<file path="config.mk">
export PLATFORM = sky130hd
export DESIGN_NAME = pfra_front
export DESIGN_NICKNAME = d
export VERILOG_FILES = /design/src/hw/rtl/page_frame_refcount_allocator_macros.svh /design/src/hw/rtl/pfra_pkg.sv /design/src/hw/rtl/pfra_front.sv
export SDC_FILE = /design/constraint.sdc
export NUM_CORES = 1
export LEC_CHECK = 0
export ABC_AREA = 1
export BUFFER_PORTS_ARGS = -buffer_cell sky130_fd_sc_hd__buf_2
export CAP_MARGIN = 0
export CORE_MARGIN = 5
export CORE_UTILIZATION = 35
export CTS_CLUSTER_SIZE = 12
export DETAILED_ROUTE_END_ITERATION = 8
export PLACE_DENSITY = 0.7
export SKIP_CTS_REPAIR_TIMING = 1
export SLEW_MARGIN = 20
export SYNTH_ARGS = -nofsm -noshare
export SYNTH_HDL_FRONTEND = slang
export SYNTH_SLANG_ARGS = --single-unit
</file>
<file path="constraint.sdc">
create_clock -name clk -period 4.3 [get_ports clk]
set_clock_uncertainty 0.15 [all_clocks]
set_input_delay 0 -clock clk [delete_from_list [all_inputs] [get_ports clk]]
set_output_delay 0 -clock clk [all_outputs]
set_load 0.01 [all_outputs]
</file>
<file path="src/hw/rtl/page_frame_refcount_allocator_macros.svh">
// Assertion macros used by the back end of the page frame allocator RTL
`ifndef PAGE_FRAME_REFCOUNT_ALLOCATOR_MACROS_SVH
`define PAGE_FRAME_REFCOUNT_ALLOCATOR_MACROS_SVH

// Check that cons holds in the same cycle as ante
`define PFRA_ASSERT_SAME(label, clk, rst_n, ante, cons, msg) \
    label: assert property (@(posedge clk) disable iff (!rst_n) (ante) |-> (cons)) \
        else $error(msg);

// Check that cons holds in the cycle after ante
`define PFRA_ASSERT_NEXT(label, clk, rst_n, ante, cons, msg) \
    label: assert property (@(posedge clk) disable iff (!rst_n) (ante) |=> (cons)) \
        else $error(msg);

`endif

</file>
<file path="src/hw/rtl/pfra_pkg.sv">
// Shared types and constants of the page frame allocator
`default_nettype none

package pfra_pkg;

    // Defaults of the top level parameters
    localparam int NUM_FRAMES_DEF  = 512;
    localparam int FRAME_SHIFT_DEF = 12;

    // Field widths
    localparam int ADDR_W  = 24;
    localparam int OWNER_W = 8;
    localparam int FADDR_W = 21;
    localparam int COUNT_W = 7;

    // Free bitmap word layout
    localparam int WORD_W     = 32;
    localparam int WORD_BIT_W = $clog2(WORD_W);

    // Frame index carried between front and back, wide enough for 65536 frames
    localparam int FIDX_MAX_W = 16;

    localparam logic [COUNT_W-1:0] REFCOUNT_MAX = 7'd127;

    typedef enum logic [1:0] {
        OP_ALLOC   = 2'd0,
        OP_ASSIGN  = 2'd1,
        OP_RELEASE = 2'd2,
        OP_SHARE   = 2'd3
    } opcode_t;

    typedef enum logic [1:0] {
        ST_OK       = 2'd0,
        ST_NO_FREE  = 2'd1,
        ST_BAD_ADDR = 2'd2,
        ST_BUSY     = 2'd3
    } status_t;

    // Classified item handed from front to back
    typedef struct packed {
        opcode_t                     op;
        logic                        bad_addr;
        logic [FIDX_MAX_W-1:0]       frame_idx;
        logic signed [OWNER_W-1:0]   owner;
    } cmd_t;

    // Control from back to front
    typedef struct packed {
        logic init_done;
        logic cmd_pop;
    } back_ctrl_t;

    // One result item
    typedef struct packed {
        status_t                     status;
        logic [FADDR_W-1:0]          frame_address;
        logic signed [OWNER_W-1:0]   frame_owner;
        logic [COUNT_W-1:0]          frame_refcount;
    } result_t;

endpackage

`default_nettype wire

</file>
<file path="src/hw/rtl/pfra_front.sv">
// Front end: accepts items, checks addresses and queues them for the back end
`default_nettype none

module pfra_front #(
    parameter int NUM_FRAMES  = pfra_pkg::NUM_FRAMES_DEF,
    parameter int FRAME_SHIFT = pfra_pkg::FRAME_SHIFT_DEF
) (
    input  wire logic                               clk,
    input  wire logic                               rst_n,
    input  wire logic                               push,
    output logic                                    full,
    input  wire logic [1:0]                         opcode,
    input  wire logic [pfra_pkg::ADDR_W-1:0]        page_address,
    input  wire logic signed [pfra_pkg::OWNER_W-1:0] page_owner,
    input  wire pfra_pkg::back_ctrl_t               back_ctrl,
    output logic                                    cmd_valid,
    output pfra_pkg::cmd_t                          cmd
);

    localparam logic [63:0] OFFSET_MASK64 = (64'd1 << FRAME_SHIFT) - 64'd1;

    logic [31:0]      idx_wide;
    logic             misaligned;
    logic             out_of_range;
    pfra_pkg::cmd_t   cmd_in;
    logic             push_ok;

    pfra_pkg::cmd_t   q_reg [2];
    logic             wr_ptr_reg, wr_ptr_next;
    logic             rd_ptr_reg, rd_ptr_next;
    logic [1:0]       count_reg, count_next;

    // Classify the incoming item
    assign idx_wide     = 32'(page_address) >> FRAME_SHIFT;
    assign misaligned   = (page_address & OFFSET_MASK64[pfra_pkg::ADDR_W-1:0]) != '0;
    assign out_of_range = idx_wide >= 32'(NUM_FRAMES);

    always_comb
    begin
        cmd_in.op        = pfra_pkg::opcode_t'(opcode);
        cmd_in.bad_addr  = (cmd_in.op != pfra_pkg::OP_ALLOC) && (misaligned || out_of_range);
        cmd_in.frame_idx = idx_wide[pfra_pkg::FIDX_MAX_W-1:0];
        cmd_in.owner     = page_owner;
    end

    // Hold items off while the queue is full or until the table is cleared
    assign full    = (count_reg == 2'd2) || !back_ctrl.init_done;
    assign push_ok = push && !full;

    assign cmd_valid = count_reg != 2'd0;
    assign cmd       = q_reg[rd_ptr_reg];

    // Advance queue pointers
    always_comb
    begin
        wr_ptr_next = wr_ptr_reg;
        rd_ptr_next = rd_ptr_reg;
        count_next  = count_reg;
        if (push_ok)
        begin
            wr_ptr_next = ~wr_ptr_reg;
        end
        if (back_ctrl.cmd_pop)
        begin
            rd_ptr_next = ~rd_ptr_reg;
        end
        if (push_ok && !back_ctrl.cmd_pop)
        begin
            count_next = count_reg + 2'd1;
        end
        else if (!push_ok && back_ctrl.cmd_pop)
        begin
            count_next = count_reg - 2'd1;
        end
    end

    always_ff @(posedge clk or negedge rst_n)
    begin
        if (!rst_n)
        begin
            wr_ptr_reg <= 1'b0;
            rd_ptr_reg <= 1'b0;
            count_reg  <= 2'd0;
        end
        else
        begin
            wr_ptr_reg <= wr_ptr_next;
            rd_ptr_reg <= rd_ptr_next;
            count_reg  <= count_next;
        end
    end

    // Store the classified item
    always_ff @(posedge clk)
    begin
        if (push_ok)
        begin
            q_reg[wr_ptr_reg] <= cmd_in;
        end
    end

endmodule

`default_nettype wire

</file>
==> flow_summary.json, run 1 <==
{
  "timing.hold.worst.class": "input port to register",
  "syn_to_final_growth_pct": 33.96,
  "cpMaxStageDelayCell": "sky130_fd_sc_hd__nor2_4",
  "core_utilization_of_the_finished_layout_pct": 47.61,
  "number_of_antenna_violations_at_the_first_check_in_global_routing": 0,
  "drt-pass1-iter-count": 6,
  "timing.rr.start": "count_reg[0]$_DFFE_PN0P_",
  "worst-endpoint-arrival_ps": 1690,
  "first_iter_violations": 34,
  "postRouteAntennaNets": 0,
  "drc": 0,
  "layout_commonest_cell": "sky130_fd_sc_hd__buf_2",
  "grt_pass1_vias": 1142,
  "end_kind": "register",
  "worst_ep_required_time_ps": 4080,
  "number_of_vias_in_the_routed_layout": 1192,
  "numPortBuffers": 63,
  "tritoncts_num_sinks": 50,
  "crit_path_end": "q_reg[0][19]$_DFFE_PP_",
  "cellLeakagePower_nw": 1.150,
  "pwr-share-seq_pct": 46.7,
  "numCtsBuffers": 5,
  "critPathBufInv": 1,
  "timing.max_cap.violations": 0,
  "core-area_um2": 5816,
  "combinationalPowerShare_pct": 34.2,
  "path_max_fanout": 23,
  "grt.total_usage_pct": 9.468,
  "synth_warnings": 0,
  "power.net_switching_w": 0.0003980,
  "timing.setup.critical_path_class": "register to register",
  "finalMaxSlewViolations": 0,
  "place_congestion": 0.7177,
  "layout.cells.most_common_list": "63 x sky130_fd_sc_hd__buf_2, 46 x sky130_fd_sc_hd__edfxtp_1, 25 x sky130_fd_sc_hd__dlygate4sd3_1, 19 x sky130_fd_sc_hd__mux2_4, 10 x sky130_fd_sc_hd__nor2_1",
  "fin_crit_ps": 1910,
  "cp-start-kind": "register",
  "syn_area_per_cell_um2": 17.67,
  "hold_viol_final": 0,
  "grt_max_degree": 24,
  "area_of_the_mapped_netlist_um2": 2067,
  "power_per_standard_cell_area_nw_per_um2": 493.6,
  "max_clock_freq_mhz": 523.5,
  "largest_register_ffs": 46,
  "timing.final.crit_share_pct": 44.42,
  "postSynthRegisterBits": 50,
  "num_antenna_cells": 0,
  "cell_chain_of_the_critical_path": "inv_1, nand2_1, nand3_1, nor2_4",
  "regToRegSetupSlack_ps": 2390,
  "die_area_um2": 7543,
  "synth_cell_type_count": 17,
  "clock_pin_transition_on_the_worst_setup_and_hold_timing_paths_ps": 90,
  "number_of_buffers_on_the_longest_clock_path": 2,
  "internal_power_w": 0.0009687,
  "cp_top_delay_family": "simple AND/OR/NAND/NOR gates",
  "result_of_the_run": "completed",
  "insertion_delay_ps": 290,
  "drt-vias-per-instance": 4.182,
  "max-slew-margin-rel_pct": 55.19,
  "crit-reg2reg-capture": "q_reg[0][19]$_DFFE_PP_",
  "cp.depth": 4,
  "setup-violations-final": 0,
  "final_critical_path_setup_slack_ps": 2390,
  "final.hold.worst_slack_ps": 37.42,
  "drt-total-wl_um": 3588,
  "worst_slack_at_placement_ps": 2346,
  "fill_cells": 534,
  "startpoint": "count_reg[0]$_DFFE_PN0P_",
  "top_level_ports": 68,
  "gr-total-overflow": 0,
  "clock_tree_from_tritoncts": "built",
  "final_layout_size_suffix_gt1_share_pct": 46.19,
  "finish.net_count": 249,
  "timing.hold.worst.start": "push",
  "setup_tns_ps": 0,
  "hpwl_um": 2494,
  "grt_first_pass_wirelength_um": 5292,
  "placed_cells": 252,
  "power.ir.vdd_worst_mv": 0.2436,
  "initial_utilization_pct": 35.54,
  "clockRootBuffer": "sky130_fd_sc_hd__clkbuf_8",
  "wl_per_cell_um": 12.59,
  "timing.reg2reg.worst_path_depth": 4,
  "syn-instance-count": 117,
  "chipWidth_um": 86.85,
  "unrepaired_setup_endpoints_after_global_routing": "no",
  "worst-slew-pin-transition_ps": 670.6,
  "h-tree-depth": 2,
  "std_cell_rows": 28,
  "worst_path_largest_cell_delay_ps": 610,
  "synth_sequential_area_ratio_pct": 71.67,
  "clock_group_share_of_total_power_pct": 19.2,
  "die_height_um": 86.85,
  "stdcell_count": 285,
  "power.share.switching_pct": 29.12
}
[worst min-delay path, cell delays in order]
cell	delay [ps]
sky130_fd_sc_hd__buf_2	90
sky130_fd_sc_hd__nand3_1	240
sky130_fd_sc_hd__xor2_1	110
[worst min-delay path by stage]
stage / end / slack (ps) / cells past startpoint
6_report: wr_ptr_reg$_DFFE_PN0N_ / 40 / 3
5_1_grt: wr_ptr_reg$_DFFE_PN0N_ / 50 / 3
4_1_cts: count_reg[1]$_DFFE_PN0P_ / -660 / 1
3_5_place_dp: count_reg[1]$_DFFE_PN0P_ / -330 / 1
3_3_place_gp: count_reg[0]$_DFFE_PN0P_ / -340 / 1
2_1_floorplan: count_reg[0]$_DFFE_PN0P_ / -450 / 0
[power groups by stage]
stage / Sequential (W) / Combinational (W) / Clock [W]
6_report: 0.000638 / 0.000467 / 0.000262
5_1_grt: 0.000645 / 0.000510 / 0.000296
4_1_cts: 0.000639 / 0.000463 / 0.000272
3_5_place_dp: 0.000650 / 0.000461 / 0
3_3_place_gp: 0.000645 / 0.000453 / 0
2_1_floorplan: 0.000641 / 0.000363 / 0
[logic make-up (layout without fill, tap and decap cells)]
logic type,after synthesis,in the layout,share of synthesized area (%)
AOI/OAI and AO/OA,1,1,0.2419
muxes,23,23,15.98
other,1,4,0.1814
DFF,50,50,71.67
buffers and inverters,14,104,5.206
xor gates and xnor gates,4,4,1.695
and+or+nand+nor,23,23,4.419
adders and majority gates,1,1,0.6052
[synthesized netlist by cell type]
library cell	count	area, um2
sky130_fd_sc_hd__conb_1	1	3.750
sky130_fd_sc_hd__nand3_1	1	5.000
sky130_fd_sc_hd__xor2_1	3	26.28
sky130_fd_sc_hd__buf_12	2	40.04
sky130_fd_sc_hd__nor2_1	12	45.04
sky130_fd_sc_hd__edfxtp_1	46	1381
sky130_fd_sc_hd__mux2_2	4	45.04
sky130_fd_sc_hd__mux2_4	19	285.3
sky130_fd_sc_hd__dfrtp_1	4	100.1
sky130_fd_sc_hd__buf_4	4	30.03
sky130_fd_sc_hd__ha_1	1	12.51
sky130_fd_sc_hd__buf_6	1	11.26
sky130_fd_sc_hd__inv_1	7	26.28
sky130_fd_sc_hd__xnor2_1	1	8.760
sky130_fd_sc_hd__nand2_1	9	33.78
sky130_fd_sc_hd__a21oi_1	1	5.000
sky130_fd_sc_hd__nand3b_1	1	7.510
[metrics by stage]
| step | total power [W] | cell area [um2] |
|---|---|---|
| floorplan | 0.001004 | 2078 |
| global placement | 0.001098 | 2419 |
| detailed placement | 0.001111 | 2429 |
| CTS | 0.001373 | 2519 |
| global route | 0.001451 | 2769 |
| finish | 0.001367 | 2769 |
[routing by layer]
metal  share of wire, %  global-route usage, %  up-vias
met5                  0                      0        -
met4               0.95                  3.399        0
li1                   -                      -      590
met2                 54                  16.36       39
met3                8.1                  4.541        5
met1                 37                  10.00      558
[cell type report]
type | instances | area, um2 | share of cell area [%]
clock buffers | 5 | 68.82 | 2.485
inverters | 7 | 26.28 | 0.9489
clock inverters | 3 | 21.27 | 0.7682
multi-input cells | 56 | 504.2 | 18.21
repair buffers | 89 | 573.1 | 20.70
well taps | 75 | 93.84 | 3.389
flip-flops and latches | 50 | 1481 | 53.50
Power figures use the tool's default switching activity.
==> inputs of run 2 (changes only) <==
- clock period: 4.3 -> 1.9 ns (I/O delays scaled with it)
==> flow_summary.json, run 2 (synthesis gave the netlist of run 1 again) <==
{
  "result_of_the_run": "finished, violations left",
  "violations": "negative hold slack",
  "finish.net_count": 252,
  "cp_common_cell": "sky130_fd_sc_hd__inv_1",
  "drt-pass1-iter-count": 2,
  "unrepaired_setup_endpoints_after_global_routing": "no",
  "timing.final.crit_share_pct": 91.26,
  "hpwl_um": 2432,
  "postRouteAntennaNets": 0,
  "std_cell_rows": 28,
  "multi_input_area_um2": 494.2,
  "fin_crit_ps": 1734,
  "core-area_um2": 5816,
  "power_per_standard_cell_area_nw_per_um2": 1114,
  "cell_chain_of_the_critical_path": "inv_1, nand2_1, nand3_1, inv_1, ha_1, nand3b_1, xor2_1",
  "top_level_ports": 68,
  "fill_cells": 508,
  "pwr-share-seq_pct": 46.4,
  "path_max_fanout": 4,
  "clock_group_share_of_total_power_pct": 18.7,
  "gr-total-overflow": 0,
  "power.ir.vdd_worst_mv": 0.8162,
  "clockRootBuffer": "sky130_fd_sc_hd__clkbuf_8",
  "first_iter_violations": 41,
  "number_of_buffers_on_the_longest_clock_path": 2,
  "final.hold.worst_slack_ps": -5.055,
  "worst_path_largest_cell_delay_ps": 410,
  "numPortBuffers": 63,
  "clock_tree_from_tritoncts": "built",
  "worst_ep_required_time_ps": 1930,
  "number_of_antenna_violations_at_the_first_check_in_global_routing": 0,
  "power.share.switching_pct": 28.62,
  "insertion_delay_ps": 290,
  "syn_to_final_growth_pct": 36.50,
  "wl_per_cell_um": 12.20,
  "place_congestion": 0.6647,
  "clock_pin_transition_on_the_worst_setup_and_hold_timing_paths_ps": 90,
  "grt_max_degree": 24,
  "number_of_vias_in_the_routed_layout": 1171,
  "timing.max_cap.violations": 0,
  "cpMaxStageDelayCell": "sky130_fd_sc_hd__dfrtp_1",
  "grt_pass1_vias": 1159,
  "end_kind": "register",
  "tritoncts_num_sinks": 50,
  "register_area_um2": 1481,
  "cellLeakagePower_nw": 1.175,
  "timing.setup.critical_path_class": "register to register",
  "combinationalPowerShare_pct": 34.9,
  "h-tree-depth": 2,
  "grt_first_pass_wirelength_um": 5416,
  "drt-total-wl_um": 3515,
  "hold_viol_final": 1,
  "die_area_um2": 7543,
  "timing.hold.worst.class": "input port to register",
  "final_layout_size_suffix_gt1_share_pct": 46.48,
  "drc": 0,
  "finalMaxSlewViolations": 0,
  "worst-endpoint-arrival_ps": 1760,
  "largest_register_ffs": 46,
  "max_clock_freq_mhz": 576.7,
  "layout_commonest_cell": "sky130_fd_sc_hd__buf_2",
  "setup_tns_ps": 0,
  "drt-vias-per-instance": 4.066,
  "stdcell_count": 288,
  "placed_cells": 254,
  "power.net_switching_w": 0.0008994,
  "initial_utilization_pct": 35.54,
  "layout.cells.most_common_list": "63 x sky130_fd_sc_hd__buf_2, 46 x sky130_fd_sc_hd__edfxtp_1, 26 x sky130_fd_sc_hd__dlygate4sd3_1, 19 x sky130_fd_sc_hd__mux2_4, 10 x sky130_fd_sc_hd__nor2_1",
  "num_antenna_cells": 0,
  "numCtsBuffers": 5,
  "grt.total_usage_pct": 9.344,
  "chipWidth_um": 86.85,
  "die_height_um": 86.85,
  "internal_power_w": 0.002243,
  "setup-violations-final": 0,
  "cp-start-kind": "register"
}
-- run 2: changes by cell type in the layout (fill, tap and decap cells not counted), sizes merged --
cell and change:
buf +2, dlygate4sd3 +1
-- run 2: power groups by stage --
stage          Combinational [W]  Sequential, W  Clock (W)
2_1_floorplan           0.000821        0.00145          0
3_3_place_gp             0.00107        0.00148          0
3_5_place_dp             0.00108        0.00149          0
4_1_cts                  0.00108        0.00146   0.000609
5_1_grt                  0.00120        0.00148   0.000678
6_report                 0.00110        0.00146   0.000588
-- run 2: worst max-delay path, delay by kind of cell, from the launching register on --
| family | cells | cell delay, ps |
|---|---|---|
| buf+inv | 2 | 160 |
| simple gates | 3 | 440 |
| flops | 1 | 410 |
| fa+ha+maj | 1 | 300 |
| xor+xnor | 1 | 160 |
-- run 2: path summary, 6_finish.rpt --
kind / depth (start not counted) / end / slack [ps] / start
worst max-delay path: 7 / count_reg[1]$_DFFE_PN0P_ / 170 / count_reg[0]$_DFFE_PN0P_
worst min-delay path: 3 / wr_ptr_reg$_DFFE_PN0N_ / -5 / back_ctrl[1]
worst max register to register: 7 / count_reg[1]$_DFFE_PN0P_ / 170 / count_reg[0]$_DFFE_PN0P_
worst min register to register: 1 / count_reg[0]$_DFFE_PN0P_ / 360 / count_reg[0]$_DFFE_PN0P_
max in group asynchronous: 3 / wr_ptr_reg$_DFFE_PN0N_ / 980 / rst_n
min in group asynchronous: 3 / count_reg[0]$_DFFE_PN0P_ / 450 / rst_n
-- run 2: layout make-up --
cell class	instances	share of cell area, %
clock buffer	5	2.439
timing repair buffer	92	22.53
sequential	50	52.51
tap	75	3.326
multi-input combinational	56	17.52
clock inverter	3	0.7539
inverter	7	0.9313
-- run 2: per-stage QoR --
| step | power (W) | utilization, % | cell area [um2] | worst slack [ps] | hold slack, ps |
|---|---|---|---|---|---|
| floorplan | 0.002272 | - | 2078 | -280.9 | -445.6 |
| global placement | 0.002551 | 42.49 | 2471 | 244.5 | -335.3 |
| detailed placement | 0.002563 | 42.49 | 2471 | 214.2 | -337.8 |
| CTS | 0.003149 | 44.04 | 2561 | 143.3 | -659.3 |
| global route | 0.003353 | 48.52 | 2821 | 11.76 | 27.59 |
| finish | 0.003142 | 48.52 | 2821 | 166.0 | -5.055 |
-- run 2: per-layer routing --
layer / vias to the layer above / routed length (um) / global-route usage (%)
li1: 594 / - / -
met1: 541 / 1317 / 10.66
met2: 31 / 1952 / 16.63
met3: 5 / 213 / 2.838
met4: 0 / 31 / 2.975
met5: - / 0 / 0
==> inputs of run 3 (changes only) <==
- clock period: 1.9 -> 2.1 ns (I/O delays scaled with it)
==> flow_summary.json, run 3 (synthesis gave the netlist of run 1 again) <==
{
  "result_of_the_run": "completed",
  "grt_pass1_vias": 1131,
  "stdcell_count": 290,
  "chipWidth_um": 86.85,
  "clock_tree_from_tritoncts": "built",
  "final.hold.worst_slack_ps": 61.47,
  "top_level_ports": 68,
  "number_of_vias_in_the_routed_layout": 1197,
  "std_cell_rows": 28,
  "drt-pass1-iter-count": 4,
  "power.ir.vdd_worst_mv": 0.4962,
  "initial_utilization_pct": 35.54,
  "numCtsBuffers": 5,
  "largest_register_ffs": 46,
  "timing.max_cap.violations": 0,
  "timing.setup.critical_path_class": "register to register",
  "final_layout_size_suffix_gt1_share_pct": 46.51,
  "h-tree-depth": 2,
  "hold_viol_final": 0,
  "postRouteAntennaNets": 0,
  "clock_pin_transition_on_the_worst_setup_and_hold_timing_paths_ps": 80,
  "tritoncts_num_sinks": 50,
  "die_height_um": 86.85,
  "clockRootBuffer": "sky130_fd_sc_hd__clkbuf_8",
  "timing.reg2reg.worst_path_depth": 5,
  "worstHoldPathCells": 5,
  "end_kind": "register",
  "cellLeakagePower_nw": 1.196,
  "worst_ep_required_time_ps": 2140,
  "layout.cells.most_common_list": "63 x sky130_fd_sc_hd__buf_2, 46 x sky130_fd_sc_hd__edfxtp_1, 27 x sky130_fd_sc_hd__dlygate4sd3_1, 19 x sky130_fd_sc_hd__mux2_4, 10 x sky130_fd_sc_hd__nor2_1",
  "timing.final.crit_share_pct": 82.93,
  "insertion_delay_ps": 290,
  "max_clock_freq_mhz": 574.2,
  "place_congestion": 0.7059,
  "path_max_fanout": 4,
  "drt-total-wl_um": 3654,
  "grt.total_usage_pct": 9.529,
  "grt_max_degree": 24,
  "layout_commonest_cell": "sky130_fd_sc_hd__buf_2",
  "first_iter_violations": 27,
  "placed_cells": 255,
  "finalMaxSlewViolations": 0,
  "syn_to_final_growth_pct": 37.83,
  "wl_per_cell_um": 12.60,
  "grt_first_pass_wirelength_um": 5313,
  "worst-endpoint-arrival_ps": 1780,
  "unrepaired_setup_endpoints_after_global_routing": "no",
  "drc": 0,
  "timing.hold.worst.class": "input port to register",
  "power_per_standard_cell_area_nw_per_um2": 1074,
  "number_of_antenna_violations_at_the_first_check_in_global_routing": 0,
  "core-area_um2": 5816,
  "gr-total-overflow": 0,
  "cp-start-kind": "register",
  "hpwl_um": 2491,
  "numPortBuffers": 63,
  "die_area_um2": 7543,
  "number_of_buffers_on_the_longest_clock_path": 2,
  "setup-violations-final": 0,
  "finish.net_count": 254,
  "drt-vias-per-instance": 4.128,
  "num_antenna_cells": 0,
  "fin_crit_ps": 1741
}
[run 3: cell count changes in the layout (fill, tap and decap cells not counted), sizes merged]
| cell | before | now |
|---|---|---|
| clkinv | 2 | 1 |
| bufinv | 0 | 2 |
| dlygate4sd3 | 26 | 27 |
| buf | 66 | 67 |
| clkinvlp | 1 | 0 |
[run 3: final timing paths]
kind | from | end | slack, ps
setup / recovery | count_reg[0]$_DFFE_PN0P_ | wr_ptr_reg$_DFFE_PN0N_ | 360
hold / removal | page_address[0] | q_reg[0][20]$_DFFE_PP_ | 60
setup reg to reg | count_reg[0]$_DFFE_PN0P_ | wr_ptr_reg$_DFFE_PN0N_ | 360
hold reg to reg | count_reg[0]$_DFFE_PN0P_ | count_reg[0]$_DFFE_PN0P_ | 360
max in group asynchronous | rst_n | wr_ptr_reg$_DFFE_PN0N_ | 1160
min in group asynchronous | rst_n | count_reg[1]$_DFFE_PN0P_ | 460
[run 3: power breakdown]
group	switching [W]	leakage [nW]	internal (W)	total [W]
registers	0.0000481	0.466	0.00125	0.00130
logic	0.000467	0.661	0.000518	0.000985
clock network	0.000299	0.0683	0.000477	0.000776
[run 3: layer usage]
metal	vias to the layer above	GRT usage, %	wire length (um)
met5	-	0	0
met1	558	9.387	1303
met3	6	3.595	227
li1	599	-	-
met4	0	3.824	46
met2	34	17.74	2077
[run 3: critical path, stage by stage, from the launching register on]
cell and delay (ps):
sky130_fd_sc_hd__dfrtp_1 390, sky130_fd_sc_hd__inv_1 80, sky130_fd_sc_hd__nand2_1 80, sky130_fd_sc_hd__nand3_1 170, sky130_fd_sc_hd__dlygate4sd3_1 620, sky130_fd_sc_hd__xor2_1 140
[run 3: final cells by class]
cell class / instances / area, um2
well taps: 75 / 93.84
repair buffers: 94 / 615.6
clock buffers: 5 / 68.82
fillers: 514 / 2967
multi-input cells: 56 / 494.2
flip-flops and latches: 50 / 1481
clock inverters: 3 / 68.82
inverters: 7 / 26.28
[run 3: stage by stage]
step | setup WS [ps] | total power, W | area, um2 | setup TNS (ps) | util, %
floorplan | -80.87 | 0.002055 | 2078 | -3720 | -
global placement | 450.0 | 0.002264 | 2441 | 0 | 41.98
detailed placement | 379.5 | 0.002285 | 2441 | 0 | 41.98
CTS | 373.6 | 0.003072 | 2579 | 0 | 44.34
global route | 262.5 | 0.003232 | 2849 | 0 | 48.99
finish | 358.5 | 0.003061 | 2849 | 0 | 48.99
